### src/rtl/jmdp_pkg.sv
// ----------------------------------------------------------------------------
// jmdp_pkg: shared types and constants for the jet/MET min delta-phi block
// Word layouts of both channels, register codes, reset values and the
// fixed-point pi helper.
// ----------------------------------------------------------------------------
package jmdp_pkg;

    localparam int ANGLE_FRAC_BITS_DEF = 10;
    localparam int ANGLE_W             = 16;
    localparam int MIN_W               = 15;
    localparam int DR2_W               = 33;
    localparam int CFG_DATA_W          = 24;
    localparam int CFG_IDX_W           = 3;

    // pi in 2^-20 units; scaled down with round half up
    localparam int PI_Q20 = 3294199;

    // register indexes
    typedef enum logic [CFG_IDX_W-1:0] {
        CFG_OVERLAP_DR2_LIMIT = 3'd0,
        CFG_GOOD_PT_MIN       = 3'd1,
        CFG_GOOD_ETA_MAX      = 3'd2,
        CFG_VETO_ETA_MAX      = 3'd3,
        CFG_VETO_PHI_MAX      = 3'd4,
        CFG_START_MINIMUM     = 3'd5
    } cfg_reg_t;

    localparam logic [23:0] RST_OVERLAP_DR2_LIMIT = 24'd419430;
    localparam logic [15:0] RST_GOOD_PT_MIN       = 16'd80;
    localparam logic [14:0] RST_GOOD_ETA_MAX      = 15'd5120;
    localparam logic [14:0] RST_VETO_ETA_MAX      = 15'd10240;
    localparam logic [14:0] RST_VETO_PHI_MAX      = 15'd6434;
    localparam logic [14:0] RST_START_MINIMUM     = 15'd3686;

    // item word: mode 0 header, 1 jet
    typedef struct packed {
        logic                      mode;
        logic                      end_of_event;
        logic signed [ANGLE_W-1:0] lep1_eta;
        logic signed [ANGLE_W-1:0] lep1_phi;
        logic signed [ANGLE_W-1:0] lep2_eta;
        logic signed [ANGLE_W-1:0] lep2_phi;
        logic signed [ANGLE_W-1:0] met_phi;
        logic signed [ANGLE_W-1:0] jet_eta;
        logic signed [ANGLE_W-1:0] jet_phi;
        logic        [15:0]        jet_pt;
        logic signed [3:0]         jet_quality;
    } item_t;

    typedef struct packed {
        logic [MIN_W-1:0] min_dphi_all;
        logic [MIN_W-1:0] min_dphi_loose;
        logic [MIN_W-1:0] min_dphi_good;
    } result_t;

    // pi at the given number of fraction bits, rounded half up
    function automatic int pi_fix(input int frac_bits);
        return (PI_Q20 + (1 << (19 - frac_bits))) >> (20 - frac_bits);
    endfunction

endpackage

### src/rtl/jmdp_if.sv
// ----------------------------------------------------------------------------
// jmdp_item_if / jmdp_result_if: valid/ready channels
// Item channel into the block and result channel out of it.
// ----------------------------------------------------------------------------
interface jmdp_item_if;
    import jmdp_pkg::*;

    logic  valid;
    logic  ready;
    item_t data;

    modport source (output valid, output data, input ready);
    modport sink   (input valid, input data, output ready);
endinterface

interface jmdp_result_if;
    import jmdp_pkg::*;

    logic    valid;
    logic    ready;
    result_t data;

    modport source (output valid, output data, input ready);
    modport sink   (input valid, input data, output ready);
endinterface

### src/rtl/jmdp_dr2.sv
// ----------------------------------------------------------------------------
// jmdp_dr2: squared delta-R between a jet and one lepton
// Three register stages: phi wrap quotient, wrap remainder, squares.
// Output is the sum of the registered squares.
// ----------------------------------------------------------------------------
module jmdp_dr2 #(
    parameter int ANGLE_FRAC_BITS = jmdp_pkg::ANGLE_FRAC_BITS_DEF
) (
    input  logic                               clk,
    input  logic                               en,
    input  logic signed [jmdp_pkg::ANGLE_W-1:0] jet_eta,
    input  logic signed [jmdp_pkg::ANGLE_W-1:0] jet_phi,
    input  logic signed [jmdp_pkg::ANGLE_W-1:0] lep_eta,
    input  logic signed [jmdp_pkg::ANGLE_W-1:0] lep_phi,
    output logic        [jmdp_pkg::DR2_W-1:0]   dr2
);
    import jmdp_pkg::*;

    localparam int PI_FIX   = pi_fix(ANGLE_FRAC_BITS);
    localparam int TWO_PI   = 2 * PI_FIX;
    localparam int SPAN     = 2 ** ANGLE_W;
    // multiple of 2pi that keeps the wrap operand positive
    localparam int WRAP_OFS = TWO_PI * ((SPAN + TWO_PI - 1) / TWO_PI);
    localparam int X_MAX    = SPAN - 1 + PI_FIX + WRAP_OFS;
    localparam int XW       = $clog2(X_MAX + 1);
    localparam int RECIP    = (2 ** XW) / TWO_PI;
    localparam int RW       = $clog2(RECIP + 1);
    localparam int QW       = $clog2(X_MAX / TWO_PI + 1);
    localparam int PW       = $clog2(PI_FIX + 1) + 1;
    localparam int DW       = ANGLE_W + 1;
    localparam int SQE_W    = 2 * ANGLE_W;
    localparam int SQP_W    = 2 * PW - 1;

    // stage 1: differences and quotient estimate (exact or one low)
    logic signed [DW-1:0]    de;
    logic signed [DW-1:0]    dphi;
    logic signed [XW:0]      x_s;
    logic        [XW-1:0]    x;
    logic        [XW+RW-1:0] prod;

    assign de   = DW'(jet_eta) - DW'(lep_eta);
    assign dphi = DW'(jet_phi) - DW'(lep_phi);
    assign x_s  = (XW+1)'(dphi) + $signed((XW+1)'(PI_FIX + WRAP_OFS));
    assign x    = x_s[XW-1:0];
    assign prod = (XW+RW)'(x) * (XW+RW)'(RECIP);

    logic signed [DW-1:0] de_s2_reg;
    logic        [XW-1:0] x_s2_reg;
    logic        [QW-1:0] q_s2_reg;

    always_ff @(posedge clk)
    begin
        if (en)
        begin
            de_s2_reg <= de;
            x_s2_reg  <= x;
            q_s2_reg  <= prod[XW +: QW];
        end
    end

    // stage 2: remainder, one correction, recenter to [-pi, pi)
    logic        [XW-1:0] qc;
    logic        [XW-1:0] r0;
    logic        [XW-1:0] r1;
    logic signed [PW:0]   dp_w;

    assign qc   = XW'(q_s2_reg) * XW'(TWO_PI);
    assign r0   = x_s2_reg - qc;
    assign r1   = (r0 >= XW'(TWO_PI)) ? r0 - XW'(TWO_PI) : r0;
    assign dp_w = $signed({1'b0, r1[PW-1:0]}) - $signed((PW+1)'(PI_FIX));

    logic signed [DW-1:0] de_s3_reg;
    logic signed [PW-1:0] dp_s3_reg;

    always_ff @(posedge clk)
    begin
        if (en)
        begin
            de_s3_reg <= de_s2_reg;
            dp_s3_reg <= dp_w[PW-1:0];
        end
    end

    // stage 3: squares
    logic signed [2*DW-1:0] sq_e_full;
    logic signed [2*PW-1:0] sq_p_full;

    assign sq_e_full = de_s3_reg * de_s3_reg;
    assign sq_p_full = dp_s3_reg * dp_s3_reg;

    logic [SQE_W-1:0] sq_e_reg;
    logic [SQP_W-1:0] sq_p_reg;

    always_ff @(posedge clk)
    begin
        if (en)
        begin
            sq_e_reg <= sq_e_full[SQE_W-1:0];
            sq_p_reg <= sq_p_full[SQP_W-1:0];
        end
    end

    assign dr2 = DR2_W'(sq_e_reg) + DR2_W'(sq_p_reg);

endmodule

### src/rtl/jet_met_min_delta_phi.sv
// ----------------------------------------------------------------------------
// jet_met_min_delta_phi: per-event minimum jet-to-MET delta-phi
// Header words load lepton and MET angles and restart three minima; jet
// words are vetoed, checked for lepton overlap and fold their delta-phi in.
// ----------------------------------------------------------------------------
// Usage
//   item   : valid/ready sink. mode 0 = event header (lepton eta/phi, MET
//            phi), mode 1 = jet. end_of_event marks the last word of an event.
//   result : valid/ready source, one word per end_of_event word, holding the
//            all / loose / good minima in 1/2^ANGLE_FRAC_BITS rad.
//   cfg_*  : register writes (cfg_write, cfg_index, cfg_data), only while
//            the block is idle. Indexes past the last register are dropped.
// Timing
//   One word accepted per cycle while the pipeline is not held. A result is
//   valid once the last word of its event has passed the input register,
//   the phi wrap quotient, wrap remainder and squares registers of the
//   delta-R pipeline, then the overlap compare and minimum update into the
//   result register. The minima live only at the final stage, so a jet may
//   follow a jet or a header in the next cycle.
// Reset
//   Registers take their default values, lepton and MET angles clear to 0,
//   the minima load the default start value, both channels go empty.
// Stall
//   While a finished result waits in the result register, the pipeline keeps
//   moving; it holds only when the next result reaches the final stage.
// ----------------------------------------------------------------------------
module jet_met_min_delta_phi #(
    parameter int ANGLE_FRAC_BITS = jmdp_pkg::ANGLE_FRAC_BITS_DEF
) (
    input  logic                               clk,
    input  logic                               rst_n,
    jmdp_item_if.sink                          item,
    jmdp_result_if.source                      result,
    input  logic                               cfg_write,
    input  logic [jmdp_pkg::CFG_IDX_W-1:0]     cfg_index,
    input  logic [jmdp_pkg::CFG_DATA_W-1:0]    cfg_data
);
    import jmdp_pkg::*;

    localparam int PI_FIX = pi_fix(ANGLE_FRAC_BITS);
    localparam int TWO_PI = 2 * PI_FIX;
    localparam int AW     = ANGLE_W + 1;   // width of an angle magnitude

    // per-jet decisions that ride along with the delta-R pipeline
    typedef struct packed {
        logic              is_jet;
        logic              last;
        logic              pass;     // inside the veto window
        logic              loose;
        logic              good;
        logic [ANGLE_W-1:0] dphi;    // folded jet-to-MET delta-phi
    } jet_flags_t;

    function automatic logic [AW-1:0] abs_angle(input logic signed [ANGLE_W-1:0] v);
        logic signed [AW-1:0] w;
        w = AW'(v);
        return w[AW-1] ? AW'(-w) : AW'(w);
    endfunction

    // ------------------------------------------------------------------
    // Configuration registers
    // ------------------------------------------------------------------
    logic [23:0]      overlap_limit_reg;
    logic [15:0]      good_pt_min_reg;
    logic [14:0]      good_eta_max_reg;
    logic [14:0]      veto_eta_max_reg;
    logic [14:0]      veto_phi_max_reg;
    logic [MIN_W-1:0] start_min_reg;

    always_ff @(posedge clk or negedge rst_n)
    begin
        if (!rst_n)
        begin
            overlap_limit_reg <= RST_OVERLAP_DR2_LIMIT;
            good_pt_min_reg   <= RST_GOOD_PT_MIN;
            good_eta_max_reg  <= RST_GOOD_ETA_MAX;
            veto_eta_max_reg  <= RST_VETO_ETA_MAX;
            veto_phi_max_reg  <= RST_VETO_PHI_MAX;
            start_min_reg     <= RST_START_MINIMUM;
        end
        else if (cfg_write)
        begin
            case (cfg_index)
                CFG_OVERLAP_DR2_LIMIT: overlap_limit_reg <= cfg_data[23:0];
                CFG_GOOD_PT_MIN:       good_pt_min_reg   <= cfg_data[15:0];
                CFG_GOOD_ETA_MAX:      good_eta_max_reg  <= cfg_data[14:0];
                CFG_VETO_ETA_MAX:      veto_eta_max_reg  <= cfg_data[14:0];
                CFG_VETO_PHI_MAX:      veto_phi_max_reg  <= cfg_data[14:0];
                CFG_START_MINIMUM:     start_min_reg     <= cfg_data[MIN_W-1:0];
                default:               ;   // unknown index, dropped
            endcase
        end
    end

    // ------------------------------------------------------------------
    // Pipeline advance
    // Everything moves together; only a result that cannot be stored
    // holds the pipe.
    // ------------------------------------------------------------------
    logic       en;
    logic       accept;
    logic       s1_valid_reg, s2_valid_reg, s3_valid_reg, s4_valid_reg;
    jet_flags_t s2_flags_reg, s3_flags_reg, s4_flags_reg;
    logic       out_valid_reg;

    assign en         = !(s4_valid_reg && s4_flags_reg.last) || !out_valid_reg || result.ready;
    assign item.ready = en;
    assign accept     = item.valid && en;

    // ------------------------------------------------------------------
    // Event header state: captured at acceptance so the next jet, even
    // one accepted right behind the header, sees it in stage 1.
    // ------------------------------------------------------------------
    logic signed [ANGLE_W-1:0] lep_a_eta_reg, lep_a_phi_reg;
    logic signed [ANGLE_W-1:0] lep_b_eta_reg, lep_b_phi_reg;
    logic signed [ANGLE_W-1:0] met_phi_reg;

    always_ff @(posedge clk or negedge rst_n)
    begin
        if (!rst_n)
        begin
            lep_a_eta_reg <= '0;
            lep_a_phi_reg <= '0;
            lep_b_eta_reg <= '0;
            lep_b_phi_reg <= '0;
            met_phi_reg   <= '0;
        end
        else if (accept && !item.data.mode)
        begin
            lep_a_eta_reg <= item.data.lep1_eta;
            lep_a_phi_reg <= item.data.lep1_phi;
            lep_b_eta_reg <= item.data.lep2_eta;
            lep_b_phi_reg <= item.data.lep2_phi;
            met_phi_reg   <= item.data.met_phi;
        end
    end

    // ------------------------------------------------------------------
    // Stage 1: input register
    // ------------------------------------------------------------------
    logic                      s1_mode_reg;
    logic                      s1_last_reg;
    logic signed [ANGLE_W-1:0] s1_eta_reg;
    logic signed [ANGLE_W-1:0] s1_phi_reg;
    logic        [15:0]        s1_pt_reg;
    logic signed [3:0]         s1_quality_reg;

    always_ff @(posedge clk)
    begin
        if (accept)
        begin
            s1_mode_reg    <= item.data.mode;
            s1_last_reg    <= item.data.end_of_event;
            s1_eta_reg     <= item.data.jet_eta;
            s1_phi_reg     <= item.data.jet_phi;
            s1_pt_reg      <= item.data.jet_pt;
            s1_quality_reg <= item.data.jet_quality;
        end
    end

    // cuts and folded delta-phi to MET
    logic [AW-1:0]         abs_eta;
    logic [AW-1:0]         abs_phi;
    logic signed [AW-1:0]  met_diff;
    logic [AW-1:0]         fold_abs;
    logic signed [AW:0]    fold_wrap;
    logic [AW-1:0]         fold_d;
    jet_flags_t            s1_flags;

    always_comb
    begin
        abs_eta   = abs_angle(s1_eta_reg);
        abs_phi   = abs_angle(s1_phi_reg);
        met_diff  = AW'(s1_phi_reg) - AW'(met_phi_reg);
        fold_abs  = met_diff[AW-1] ? AW'(-met_diff) : AW'(met_diff);
        fold_wrap = $signed({1'b0, fold_abs}) - $signed((AW+1)'(TWO_PI));
        // one fold only: |d - 2pi| when d is past pi
        if (fold_abs > AW'(PI_FIX))
            fold_d = fold_wrap[AW] ? AW'(-fold_wrap) : AW'(fold_wrap);
        else
            fold_d = fold_abs;

        s1_flags.is_jet = s1_mode_reg;
        s1_flags.last   = s1_last_reg;
        s1_flags.pass   = (abs_eta <= AW'(veto_eta_max_reg)) &&
                          (abs_phi <= AW'(veto_phi_max_reg));
        s1_flags.loose  = !s1_quality_reg[3] && (s1_quality_reg != 4'sd0);
        s1_flags.good   = (s1_pt_reg > good_pt_min_reg) &&
                          (abs_eta < AW'(good_eta_max_reg));
        s1_flags.dphi   = fold_d[ANGLE_W-1:0];
    end

    // delta-R^2 to each lepton, result aligned with stage 4
    logic [DR2_W-1:0] dr2_a;
    logic [DR2_W-1:0] dr2_b;

    jmdp_dr2 #(
        .ANGLE_FRAC_BITS (ANGLE_FRAC_BITS)
    ) u_dr2_a (
        .clk     (clk),
        .en      (en),
        .jet_eta (s1_eta_reg),
        .jet_phi (s1_phi_reg),
        .lep_eta (lep_a_eta_reg),
        .lep_phi (lep_a_phi_reg),
        .dr2     (dr2_a)
    );

    jmdp_dr2 #(
        .ANGLE_FRAC_BITS (ANGLE_FRAC_BITS)
    ) u_dr2_b (
        .clk     (clk),
        .en      (en),
        .jet_eta (s1_eta_reg),
        .jet_phi (s1_phi_reg),
        .lep_eta (lep_b_eta_reg),
        .lep_phi (lep_b_phi_reg),
        .dr2     (dr2_b)
    );

    // ------------------------------------------------------------------
    // Stages 2..4: flags follow the delta-R pipeline
    // ------------------------------------------------------------------
    always_ff @(posedge clk or negedge rst_n)
    begin
        if (!rst_n)
        begin
            s1_valid_reg <= 1'b0;
            s2_valid_reg <= 1'b0;
            s3_valid_reg <= 1'b0;
            s4_valid_reg <= 1'b0;
        end
        else if (en)
        begin
            s1_valid_reg <= item.valid;
            s2_valid_reg <= s1_valid_reg;
            s3_valid_reg <= s2_valid_reg;
            s4_valid_reg <= s3_valid_reg;
        end
    end

    always_ff @(posedge clk)
    begin
        if (en)
        begin
            s2_flags_reg <= s1_flags;
            s3_flags_reg <= s2_flags_reg;
            s4_flags_reg <= s3_flags_reg;
        end
    end

    // ------------------------------------------------------------------
    // Stage 4: overlap test and running minima
    // ------------------------------------------------------------------
    logic [MIN_W-1:0] min_all_reg,  min_all_next;
    logic [MIN_W-1:0] min_loose_reg, min_loose_next;
    logic [MIN_W-1:0] min_good_reg, min_good_next;
    logic             overlap;
    logic             take;
    logic             lt_all, lt_loose, lt_good;
    logic             emit;

    assign overlap  = (dr2_a < DR2_W'(overlap_limit_reg)) ||
                      (dr2_b < DR2_W'(overlap_limit_reg));
    assign take     = s4_flags_reg.is_jet && s4_flags_reg.pass && !overlap;
    assign lt_all   = s4_flags_reg.dphi < ANGLE_W'(min_all_reg);
    assign lt_loose = s4_flags_reg.dphi < ANGLE_W'(min_loose_reg);
    assign lt_good  = s4_flags_reg.dphi < ANGLE_W'(min_good_reg);
    assign emit     = en && s4_valid_reg && s4_flags_reg.last;

    always_comb
    begin
        min_all_next   = min_all_reg;
        min_loose_next = min_loose_reg;
        min_good_next  = min_good_reg;
        if (s4_valid_reg)
        begin
            if (!s4_flags_reg.is_jet)
            begin
                // header restarts the event
                min_all_next   = start_min_reg;
                min_loose_next = start_min_reg;
                min_good_next  = start_min_reg;
            end
            else if (take)
            begin
                // a value below a minimum always fits the minimum's width
                if (lt_all)
                    min_all_next = s4_flags_reg.dphi[MIN_W-1:0];
                if (s4_flags_reg.loose && lt_loose)
                    min_loose_next = s4_flags_reg.dphi[MIN_W-1:0];
                if (s4_flags_reg.loose && s4_flags_reg.good && lt_good)
                    min_good_next = s4_flags_reg.dphi[MIN_W-1:0];
            end
        end
    end

    always_ff @(posedge clk or negedge rst_n)
    begin
        if (!rst_n)
        begin
            min_all_reg   <= RST_START_MINIMUM;
            min_loose_reg <= RST_START_MINIMUM;
            min_good_reg  <= RST_START_MINIMUM;
        end
        else if (en)
        begin
            min_all_reg   <= min_all_next;
            min_loose_reg <= min_loose_next;
            min_good_reg  <= min_good_next;
        end
    end

    // ------------------------------------------------------------------
    // Result register
    // ------------------------------------------------------------------
    logic    out_valid_next;
    result_t out_data_reg;

    always_comb
    begin
        if (emit)
            out_valid_next = 1'b1;
        else if (result.ready)
            out_valid_next = 1'b0;
        else
            out_valid_next = out_valid_reg;
    end

    always_ff @(posedge clk or negedge rst_n)
    begin
        if (!rst_n)
            out_valid_reg <= 1'b0;
        else
            out_valid_reg <= out_valid_next;
    end

    always_ff @(posedge clk)
    begin
        if (emit)
        begin
            out_data_reg.min_dphi_all   <= min_all_next;
            out_data_reg.min_dphi_loose <= min_loose_next;
            out_data_reg.min_dphi_good  <= min_good_next;
        end
    end

    assign result.valid = out_valid_reg;
    assign result.data  = out_data_reg;

endmodule

### src/flat_wrapper.sv
// flat-port wrapper written by rule: the top's interface ports become plain ports
module jet_met_min_delta_phi_flat import jmdp_pkg::*;
#(
    parameter int ANGLE_FRAC_BITS = jmdp_pkg::ANGLE_FRAC_BITS_DEF
)
  (clk, rst_n, cfg_write, cfg_index, cfg_data, item_valid, item_data, item_ready, result_valid, result_data, result_ready);
  jmdp_item_if item_i ();
  jmdp_result_if result_i ();
  input  logic clk;
  input  logic rst_n;
  input  logic cfg_write;
  input  logic [jmdp_pkg::CFG_IDX_W-1:0] cfg_index;
  input  logic [jmdp_pkg::CFG_DATA_W-1:0] cfg_data;
  input wire logic [$bits(item_i.valid)-1:0] item_valid;
  input wire logic [$bits(item_i.data)-1:0] item_data;
  output wire logic [$bits(item_i.ready)-1:0] item_ready;
  output wire logic [$bits(result_i.valid)-1:0] result_valid;
  output wire logic [$bits(result_i.data)-1:0] result_data;
  input wire logic [$bits(result_i.ready)-1:0] result_ready;
  assign item_i.valid = item_valid;
  assign item_i.data = item_data;
  assign item_ready = item_i.ready;
  assign result_valid = result_i.valid;
  assign result_data = result_i.data;
  assign result_i.ready = result_ready;
  jet_met_min_delta_phi #(.ANGLE_FRAC_BITS(ANGLE_FRAC_BITS)) u_core (.clk(clk), .rst_n(rst_n), .item(item_i), .result(result_i), .cfg_write(cfg_write), .cfg_index(cfg_index), .cfg_data(cfg_data));
endmodule
### config.mk
export PLATFORM = sky130hd
export DESIGN_NAME = jet_met_min_delta_phi_flat
export DESIGN_NICKNAME = d
export VERILOG_FILES = /design/src/rtl/jmdp_pkg.sv /design/src/rtl/jmdp_if.sv /design/src/rtl/jmdp_dr2.sv /design/src/rtl/jet_met_min_delta_phi.sv /design/src/flat_wrapper.sv
export SDC_FILE = /design/constraint.sdc
export NUM_CORES = 2
export LEC_CHECK = 0
export ABC_AREA = 1
export BUFFER_PORTS_ARGS = -buffer_cell sky130_fd_sc_hd__buf_2
export CAP_MARGIN = 20
export CORE_ASPECT_RATIO = 0.75
export CORE_MARGIN = 4
export CORE_UTILIZATION = 40
export DETAILED_ROUTE_END_ITERATION = 10
export GPL_TIMING_DRIVEN = 1
export PLACE_DENSITY_LB_ADDON = 0.05
export SLEW_MARGIN = 20
export SYNTH_ARGS = -nofsm -noshare
export SYNTH_HDL_FRONTEND = slang
export SYNTH_SLANG_ARGS = --single-unit
### constraint.sdc
create_clock -name clk -period 14.1 [get_ports clk]
set_input_delay 2.82 -clock clk [delete_from_list [all_inputs] [get_ports clk]]
set_output_delay 2.82 -clock clk [all_outputs]
set_load 0.05 [all_outputs]
==> impl_metrics.csv <==
group,metric,value,unit
logic_synthesis,yosysUniqueCellTypes,65,
timing,finalCriticalPeriod,7.382,ns
logic_synthesis,syn_nets,10010,
detailed_routing,first_pass_iters,6,
logic_synthesis,synth_flop_cell,"edfxtp_1",
global_routing,grt_pass1_wl,309.1,mm
placed_design,dp_hpwl,157.4,mm
global_routing,grt_use_total,21.40,%
setup_path,worst_ep_required_time,11.28,ns
floorplan,rows,133,
cts,cts_setup_buffers,0,
logic_synthesis,synth_top_cell_area_share,22.57,%
detailed_routing,drc,0,
cts,cts_resized,0,
global_routing,grt_pass1_vias,53751,
min_path,min_from,"u_core.s3_flags_reg[1]",
cts,cts_tree,"done",
logic_synthesis,synthTopCellsByCount,"inv_1, nand2_1, fa_1",
global_routing,gr-total-overflow,0,
floorplan,ios,213,
global_routing,grt_max_degree,85,
floorplan,die_h,373.4,µm
logic_synthesis,seq_area_frac_synth,25.54,%
cts,cts_max_path_buffers,3,
setup_path,cp_top_family,"buffers and inverters",
cts,path_clk_slew,0.07,ns
timing,finClkSkew,0.05230,ns
setup_path,worstPathArrival,4.56,ns
final_layout,syn2layout_area_growth,8.810,%
logic_synthesis,ys_ff_latch,642,
setup_path,reg2reg_to,"u_core.u_dr2_a.sq_e_reg[28]",
timing,setup_tns,0,ns
cts,clk_latency,0.71,ns
setup_path,critPathCaptureType,"primary output",
cts,cts-root-buf,"clkbuf_16",
timing,finalSetupViolCount,0,
cts,htreeDepth,3,
cts,holdBufCountCts,0,
min_path,whs_path_depth,0,
logic_synthesis,synth_warnings,0,
setup_path,crit_type,"in -> out",
logic_synthesis,ys_async_sr_fraction,35.83,%
logic_synthesis,synth.most_common_cell,"inv_1",
logic_synthesis,yosysTopAreaCell,"fa_1",
cts,cts.sinks,642,
floorplan,core_area,176100,µm²
detailed_routing,via_per_inst,4.861,
timing,finalHoldViolations,0,
placed_design,portBuffers,212,
floorplan,start_util,40.45,%
cts,cts_buffers,77,
setup_path,cp_cell_sequence,"buf_2, nor2_1, inv_1, nor2_4, buf_4, inv_8, buf_2",
final_layout,drive_above_1_share,6.336,%
setup_path,path_max_fanout,53,
setup_path,cp_slowest_cell,"buf_4",
timing,relSlewSlack,27.93,%
setup_path,cp-start-kind,"primary input",
timing,grt_setup_unrepaired,"false",
setup_path,cpPeakStageDelay,0.57,ns
detailed_routing,drt_iter0_drc,3062,
logic_synthesis,synthesis.area,71220,µm²
final_layout,nNetsFinal,10156,
setup_path,r2r_start,"u_core.u_dr2_a.de_s3_reg[16]",
timing,period_share,52.36,%
min_path,min_to,"u_core.s4_flags_reg[1]",
placed_design,gp_congestion,0.8704,
logic_synthesis,syn_inst,8298,
logic_synthesis,synth_edf_count,412,
setup_path,cpMostUsedCell,"buf_2",
floorplan,die_x,495.3,µm
timing,slew_viol_final,0,
logic_synthesis,avgSynthCellArea,8.583,µm²
setup_path,reg2reg_slack,7.03,ns
outcome,status,"finished clean",
timing,worst_pin_slew,1.081,ns
global_routing,antenna_found_initial,16,
detailed_routing,drtAntennaViolNets,0,
detailed_routing,wirelength,194.1,mm
setup_path,r2r_cells,21,
final_layout,largest_register_ffs,45,
setup_path,timing.critical_path.buf_inv,5,
final_layout,fillCellCount,17618,
detailed_routing,vias,52841,
logic_synthesis,yosys-top-cells-area,"fa_1, edfxtp_1, ha_1",
detailed_routing,post_drt_wl_per_cell,17.85,µm
job,maxCapViolCount,0,
floorplan,fp.dieArea,184900,µm²
min_path,min_path_type,"reg -> reg",
timing,max_freq,0.1355,GHz
metal layers:
| metal | track usage, % | up-vias | routed length (µm) |
|---|---|---|---|
| met4 | 3.000 | 0 | 2286 |
| li1 | - | 26193 | - |
| met5 | 0 | - | 0 |
| met1 | 33.49 | 25543 | 100200 |
| met2 | 32.28 | 978 | 82980 |
| met3 | 2.507 | 127 | 8657 |
worst reg2reg max path, delay by kind of cell, from the launching register on:
kind,cells,cell delay (ns)
adder cells (fa/ha/maj),7,3.14
AO/OA/AOI/OAI,6,1.41
AND/OR/NAND/NOR,2,0.52
XOR/XNOR,1,0.16
buffers and inverters,5,0.73
flip-flops,1,0.83
cell type report:
cell class / count / area (µm²) / share of cell area, %
Clock buffer: 98 / 2077 / 2.680
Multi-Input combinational cell: 5638 / 45440 / 58.63
Tap cell: 2362 / 2955 / 3.813
Clock inverter: 44 / 555.5 / 0.7168
Antenna cell: 2 / 5.005 / 0.006458
Sequential cell: 642 / 18190 / 23.47
Timing Repair Buffer: 256 / 1401 / 1.808
Inverter: 1829 / 6877 / 8.873
layout by cell type (no fill, tap or decap), types with 13 or more instances in the layout:
master | synthesis | layout
nand4_1 | 65 | 65
a21oi_1 | 459 | 459
clkbuf_1 | 166 | 15
nand2_2 | 24 | 26
ha_1 | 743 | 743
dfrtp_1 | 181 | 181
o21ai_1 | 21 | 21
o21ai_0 | 343 | 343
clkbuf_16 | 0 | 78
a211oi_1 | 13 | 13
edfxtp_1 | 412 | 412
o21bai_1 | 24 | 24
nor2_1 | 400 | 398
nand3_1 | 255 | 254
clkinv_2 | 0 | 14
a21o_1 | 27 | 27
fa_1 | 803 | 803
a31oi_1 | 20 | 20
or2_2 | 24 | 24
xnor2_1 | 130 | 130
a21boi_0 | 42 | 42
nor3_1 | 52 | 52
buf_2 | 7 | 211
buf_4 | 0 | 44
nand2_1 | 1807 | 1804
xor2_1 | 237 | 237
a21boi_1 | 20 | 20
nand3b_1 | 20 | 20
dfstp_2 | 49 | 49
inv_1 | 1816 | 1813
worst max-delay path by stage:
stage / start / end / slack, ns / cells after the start
after floorplan: result_ready / item_ready / 4.00 / 5
after global placement: result_ready / item_ready / 6.68 / 7
after detailed placement: result_ready / item_ready / 6.71 / 7
after CTS: result_ready / item_ready / 6.71 / 7
after global routing: u_core.u_dr2_a.de_s3_reg[16] / u_core.u_dr2_a.sq_e_reg[28] / 6.58 / 21
final: result_ready / item_ready / 6.72 / 7
logic make-up after synthesis:
family	Yosys count	share of synthesized area, %
flip-flops	642	25.54
AND/OR/NAND/NOR	2696	15.58
AO/OA/AOI/OAI	1017	7.830
buffers and inverters	2018	10.71
adder cells (fa/ha/maj)	1546	35.62
multiplexers	9	0.1423
XOR/XNOR	370	4.582
metrics by stage:
step           util [%]  setup WS [ns]  hold WS, ns  cell area, µm²  instances
2_1_floorplan         -          4.002       0.4003           71220       8298
3_3_place_gp      42.52          6.683       0.4005           74850      10727
3_5_place_dp      42.52          6.711       0.4045           74850      10727
4_1_cts           44.01          6.709       0.4058           77490      10869
5_1_grt           44.02          6.578       0.4204           77500      10870
6_report          44.02          6.718       0.4151           77500      10871
Power is not shown: default switching activity piles up to over one toggle a cycle in this logic, so the estimate is an artifact.
